===== src/rtl/assert_macros.svh =====
// Assertion macros for the RTL files; only aesctr_dpath includes them.
`ifndef ASSERT_MACROS_SVH
`define ASSERT_MACROS_SVH

// Implication checked on every clock edge outside reset.
`define ASSERT_IMPL(label, clk, rst_n, ante, cons, msg) \
    label: assert property (@(posedge clk) disable iff (!rst_n) (ante) |-> (cons)) \
        else $error(msg);

// Next-cycle implication checked outside reset.
`define ASSERT_NEXT(label, clk, rst_n, ante, cons, msg) \
    label: assert property (@(posedge clk) disable iff (!rst_n) (ante) |=> (cons)) \
        else $error(msg);

`endif


===== src/rtl/aesctr_pkg.sv =====
`default_nettype none
package aesctr_pkg;

    localparam int unsigned NumRounds = 14;
    localparam int unsigned NumRkeys  = 15;
    localparam int unsigned RkeyIdxW  = 4;

    typedef logic [7:0] t_sbox_table [256];

    localparam t_sbox_table SBOX = '{
        8'h63,8'h7c,8'h77,8'h7b,8'hf2,8'h6b,8'h6f,8'hc5,8'h30,8'h01,8'h67,8'h2b,8'hfe,8'hd7,8'hab,8'h76,
        8'hca,8'h82,8'hc9,8'h7d,8'hfa,8'h59,8'h47,8'hf0,8'had,8'hd4,8'ha2,8'haf,8'h9c,8'ha4,8'h72,8'hc0,
        8'hb7,8'hfd,8'h93,8'h26,8'h36,8'h3f,8'hf7,8'hcc,8'h34,8'ha5,8'he5,8'hf1,8'h71,8'hd8,8'h31,8'h15,
        8'h04,8'hc7,8'h23,8'hc3,8'h18,8'h96,8'h05,8'h9a,8'h07,8'h12,8'h80,8'he2,8'heb,8'h27,8'hb2,8'h75,
        8'h09,8'h83,8'h2c,8'h1a,8'h1b,8'h6e,8'h5a,8'ha0,8'h52,8'h3b,8'hd6,8'hb3,8'h29,8'he3,8'h2f,8'h84,
        8'h53,8'hd1,8'h00,8'hed,8'h20,8'hfc,8'hb1,8'h5b,8'h6a,8'hcb,8'hbe,8'h39,8'h4a,8'h4c,8'h58,8'hcf,
        8'hd0,8'hef,8'haa,8'hfb,8'h43,8'h4d,8'h33,8'h85,8'h45,8'hf9,8'h02,8'h7f,8'h50,8'h3c,8'h9f,8'ha8,
        8'h51,8'ha3,8'h40,8'h8f,8'h92,8'h9d,8'h38,8'hf5,8'hbc,8'hb6,8'hda,8'h21,8'h10,8'hff,8'hf3,8'hd2,
        8'hcd,8'h0c,8'h13,8'hec,8'h5f,8'h97,8'h44,8'h17,8'hc4,8'ha7,8'h7e,8'h3d,8'h64,8'h5d,8'h19,8'h73,
        8'h60,8'h81,8'h4f,8'hdc,8'h22,8'h2a,8'h90,8'h88,8'h46,8'hee,8'hb8,8'h14,8'hde,8'h5e,8'h0b,8'hdb,
        8'he0,8'h32,8'h3a,8'h0a,8'h49,8'h06,8'h24,8'h5c,8'hc2,8'hd3,8'hac,8'h62,8'h91,8'h95,8'he4,8'h79,
        8'he7,8'hc8,8'h37,8'h6d,8'h8d,8'hd5,8'h4e,8'ha9,8'h6c,8'h56,8'hf4,8'hea,8'h65,8'h7a,8'hae,8'h08,
        8'hba,8'h78,8'h25,8'h2e,8'h1c,8'ha6,8'hb4,8'hc6,8'he8,8'hdd,8'h74,8'h1f,8'h4b,8'hbd,8'h8b,8'h8a,
        8'h70,8'h3e,8'hb5,8'h66,8'h48,8'h03,8'hf6,8'h0e,8'h61,8'h35,8'h57,8'hb9,8'h86,8'hc1,8'h1d,8'h9e,
        8'he1,8'hf8,8'h98,8'h11,8'h69,8'hd9,8'h8e,8'h94,8'h9b,8'h1e,8'h87,8'he9,8'hce,8'h55,8'h28,8'hdf,
        8'h8c,8'ha1,8'h89,8'h0d,8'hbf,8'he6,8'h42,8'h68,8'h41,8'h99,8'h2d,8'h0f,8'hb0,8'h54,8'hbb,8'h16
    };

    // Config register indexes
    localparam logic [2:0] REG_KEY0   = 3'd0;
    localparam logic [2:0] REG_KEY1   = 3'd1;
    localparam logic [2:0] REG_KEY2   = 3'd2;
    localparam logic [2:0] REG_KEY3   = 3'd3;
    localparam logic [2:0] REG_LOCAL  = 3'd4;
    localparam logic [2:0] REG_REMOTE = 3'd5;

    // Controller -> datapath commands
    typedef struct packed {
        logic                load_in;    // capture request, set up counter block
        logic                key_init;   // load key halves into expansion regs
        logic                key_step;   // one expansion step (two round keys, one on the last step)
        logic                enc_start;  // whitening with round key 0
        logic                enc_round;  // one AES round
        logic                finish;     // form result, advance counter
        logic [RkeyIdxW-1:0] round;      // round number for enc_round / key_step
    } t_dp_cmd;

    function automatic logic [7:0] xtime(input logic [7:0] b);
        xtime = {b[6:0], 1'b0} ^ (b[7] ? 8'h1b : 8'h00);
    endfunction

    function automatic logic [31:0] sub_word(input logic [31:0] w);
        sub_word = {SBOX[w[31:24]], SBOX[w[23:16]], SBOX[w[15:8]], SBOX[w[7:0]]};
    endfunction

endpackage
`default_nettype wire


===== src/rtl/aesctr_ctrl.sv =====
`default_nettype none
module aesctr_ctrl
    import aesctr_pkg::*;
(
    input  wire logic    i_clk,
    input  wire logic    i_rst_n,
    input  wire logic    i_in_fire,
    input  wire logic    i_first,
    input  wire logic    i_out_free,
    output logic         o_busy,
    output t_dp_cmd      o_cmd
);

    typedef enum logic [2:0] {S_IDLE, S_KINIT, S_KEXP, S_START, S_ROUND, S_DONE} t_state;

    t_state              r_state, n_state;
    logic [RkeyIdxW-1:0] r_cnt, n_cnt;

    always_comb begin
        n_state = r_state;
        n_cnt   = r_cnt;
        o_cmd   = '0;
        o_cmd.round = r_cnt;
        unique case (r_state)
            S_IDLE: begin
                if (i_in_fire) begin
                    o_cmd.load_in = 1'b1;
                    n_state = i_first ? S_KINIT : S_START;
                end
            end
            S_KINIT: begin
                o_cmd.key_init = 1'b1;
                n_cnt   = RkeyIdxW'(1);
                n_state = S_KEXP;
            end
            S_KEXP: begin
                // seven steps, two round keys each but one on the last
                o_cmd.key_step = 1'b1;
                n_cnt = r_cnt + RkeyIdxW'(1);
                if (r_cnt == RkeyIdxW'(7)) n_state = S_START;
            end
            S_START: begin
                o_cmd.enc_start = 1'b1;
                n_cnt   = RkeyIdxW'(1);
                n_state = S_ROUND;
            end
            S_ROUND: begin
                o_cmd.enc_round = 1'b1;
                n_cnt = r_cnt + RkeyIdxW'(1);
                if (r_cnt == RkeyIdxW'(NumRounds)) n_state = S_DONE;
            end
            S_DONE: begin
                if (i_out_free) begin
                    o_cmd.finish = 1'b1;
                    n_state = S_IDLE;
                end
            end
            default: n_state = S_IDLE;
        endcase
    end

    always_ff @(posedge i_clk) begin
        if (!i_rst_n) begin
            r_state <= S_IDLE;
            r_cnt   <= '0;
        end else begin
            r_state <= n_state;
            r_cnt   <= n_cnt;
        end
    end

    assign o_busy = (r_state != S_IDLE);

endmodule
`default_nettype wire


===== config.mk =====
export PLATFORM = sky130hd
export DESIGN_NAME = aesctr_ctrl
export DESIGN_NICKNAME = d
export VERILOG_FILES = /design/src/rtl/assert_macros.svh /design/src/rtl/aesctr_pkg.sv /design/src/rtl/aesctr_ctrl.sv
export SDC_FILE = /design/constraint.sdc
export NUM_CORES = 1
export LEC_CHECK = 0
export BUFFER_PORTS_ARGS = -buffer_cell sky130_fd_sc_hd__buf_4
export CAP_MARGIN = 20
export CORE_AREA = 2 2 39 41
export CTS_BUF_LIST = sky130_fd_sc_hd__clkbuf_8
export DETAILED_ROUTE_END_ITERATION = 7
export DIE_AREA = 0 0 41 43
export PLACE_DENSITY = 0.68
export SYNTH_ARGS = -nofsm -noshare
export SYNTH_HDL_FRONTEND = slang
export SYNTH_SLANG_ARGS = --single-unit

===== constraint.sdc =====
create_clock -name i_clk -period 3.48 [get_ports i_clk]
set_clock_uncertainty 0.1 [all_clocks]
set_input_delay 0.522 -clock i_clk [delete_from_list [all_inputs] [get_ports i_clk]]
set_output_delay 0.522 -clock i_clk [all_outputs]
set_load 0.05 [all_outputs]

==> metrics.md <==
| Metric | Value |
|---|---|
| Gate Count Post-Synth | `67` |
| Reg2reg start | `r_state[2]$_SDFFE_PN0P_` |
| Normalized max-slew margin | `53.89%` |
| Total global routing overflow | `0` |
| Pre-CTS WS | `1570 ps` |
| Total number of vias | `569` |
| Placed cells | `93` |
| Crit path launch type | `flop` |
| Num rows | `14` |
| Post-route design area | `699.4 µm²` |
| Tmin final | `2151 ps` |
| # resized after CTS | `0` |
| Period utilisation layout | `61.80%` |
| CTS root buf | `clkbuf_8` |
| Detailed Place HPWL | `828.3 µm` |
| Vias in the first global route | `449` |
| Maxcap violations | `0` |
| Synth async-reset ratio | `0%` |
| Distinct cells, synth | `33` |
| First-pass GRT wire length | `2056 µm` |
| Sink Count | `7` |
| Fin cells | `97` |
| Share of layout cells above drive strength 1 | `22.22%` |
| Drt drc | `0` |
| Pins Over Slew Limit | `0` |
| Die height | `43 µm` |
| Initial Utilization | `39.24%` |
| Data required, critical path | `2860 ps` |
| Final worst slack | `1329 ps` |
| Routed len/inst | `12.84 µm` |
| Core area | `1384 µm²` |
| Die area | `1763 µm²` |
| Synth Register Bits | `7` |
| I/O Pins | `16` |
| TritonRoute pass-1 iters | `4` |
| Post-Route WL | `1245 µm` |
| Slew of the pin with the lowest slew margin | `690.8 ps` |
| Initial DRC Count | `20` |
| Register area share after synthesis | `25.81%` |
| Main synth FF type | `dfxtp_1` |
| Critical path arrival | `1530 ps` |
| PortBufs | `15` |
| Mapped Area | `543.0 µm²` |
| Max IR drop VDD | `244.0 µV` |
| Placed inst area | `654.4 µm²` |
| Power Density | `504.3 nW/µm²` |
| Die W | `41 µm` |
| Area Growth Syn to Fin | `28.80%` |
| Number of flops mapped to enable cells by yosys | `0` |
| Worst Setup SP | `r_state[2]$_SDFFE_PN0P_` |
| Antenna violations before repair | `0` |
| Post-CTS Setup Bufs | `0` |
| Synth warnings | `0` |
| Final Hold Violating Endpoints | `0` |
| CTS clk-pin slew, worst paths | `40 ps` |
| NumNets Final | `89` |
| Final core utilization | `50.54%` |
| Max frequency | `0.4650 GHz` |
| CTS tree | `built` |
| # hold bufs at CTS | `0` |
| RePlAce Congestion | `0.7019` |
| Status | `finished clean` |
| Largest net degree at the start of global routing | `25` |
| Antenna cells | `0` |
| Htree depth | `1` |
| Setup total negative slack | `0 ps` |
| Critical Setup Path Class | `reg2out` |
| HP Start | `i_rst_n` |
| CP endpoint kind | `primary output` |
| Leakage power | `0.2924 nW` |
| Final setup fails | `0` |
| CTS max path bufs | `2` |
| RSZ-0062 raised after global routing | `false` |
| Worst hold path class | `in2reg` |
| ANT nets after route | `0` |
| Critical path fanouts, max | `24` |
| Post-Syn Nets | `74` |
| Total Routing Usage GR | `17.15%` |
| DR vias/cell | `5.866` |
| Mean Syn Cell Area | `8.105 µm²` |
| Clock latency on the worst-skew pair | `230 ps` |
| CTS Buf Count | `3` |
through the flow:
step | power [W] | hold slack (ps)
6_report | 0.0003527 | 474.4
5_1_grt | 0.0003696 | 484.5
4_1_cts | 0.0003552 | 469.2
3_5_place_dp | 0.0002392 | 504.1
3_3_place_gp | 0.0002387 | 489.0
2_1_floorplan | 0.0002043 | 516.2
cells in the final DEF, fill, tap and decap left out, drive strengths merged, types with 3 or more instances in the layout:
cell / Yosys / final
nor2: 5 / 5
or4b: 3 / 3
nand2: 4 / 4
dfxtp: 7 / 7
inv: 3 / 4
a21oi: 5 / 5
nor3b: 4 / 4
buf: 2 / 15
clkbuf: 3 / 3
synth_stat cells, types with 2 or more instances:
cell type  count  area, µm²
nand2b_1       2      12.51
clkbuf_1       3      11.26
nor2_1         5      18.77
o2111a_1       2      22.52
a21oi_1        5      25.02
inv_1          3      11.26
buf_2          2      10.01
dfxtp_1        7      140.1
or4b_1         3      30.03
o21a_1         2      15.01
nand4b_1       2      17.52
a211oi_1       2      15.01
nor3b_1        4      30.03
nand2_1        4      15.01
o211ai_1       2      15.01
ha_1           2      25.02
routing by layer:
layer	global-route usage, %	vias to the layer above	part of all wire [%]
met5	0	-	0
met4	10.00	0	1.3
met3	4.712	2	4.2
met2	23.44	17	48
met1	23.08	268	46
li1	-	282	-
final cells by class:
class                           instances  area, µm²
Tap cell                               16      20.02
Clock buffer                            3      41.29
Fill cell                             136      684.4
Clock inverter                          1      3.754
Sequential cell                         7      140.1
Multi-Input combinational cell         52      370.4
Timing Repair Buffer                   15      112.6
Inverter                                3      11.26
worst paths after layout:
check        depth (start not counted)  slack (ps)                 endpoint
max                                  3        1330                 o_cmd[4]
min                                  2         470  r_state[2]$_SDFFE_PN0P_
max reg2reg                          3        1740    r_cnt[3]$_SDFFE_PN0P_
min reg2reg                          2         510    r_cnt[3]$_SDFFE_PN0P_
logic make-up (layout without fill, tap and decap cells):
| group | after synthesis | count (layout) | synth area share (%) |
|---|---|---|---|
| AOI/OAI and AO/OA | 19 | 19 | 24.88 |
| xor gates and xnor gates | 1 | 1 | 1.613 |
| adders and majority gates | 2 | 2 | 4.608 |
| buffers and inverters | 8 | 22 | 5.991 |
| DFF | 7 | 7 | 25.81 |
| and+or+nand+nor | 30 | 30 | 37.10 |
registers in the layout, indices dropped and copies added (netlist names):
| register | flops |
|---|---|
| r_cnt | 4 |
| r_state | 3 |
critical path: stages, from the launching register on:
cell	delay (ps)
dfxtp_1	760
nand2b_1	200
nor2_1	140
buf_4	200
where the power goes:
| part | switching [W] | total, W | internal [W] |
|---|---|---|---|
| Combinational | 0.0000755 | 0.000122 | 0.0000464 |
| Clock | 0.0000380 | 0.000115 | 0.0000765 |
| Sequential | 0.0000268 | 0.000116 | 0.0000895 |
| Total | 0.000140 | 0.000353 | 0.000212 |
(Power assumes the default switching activity.)
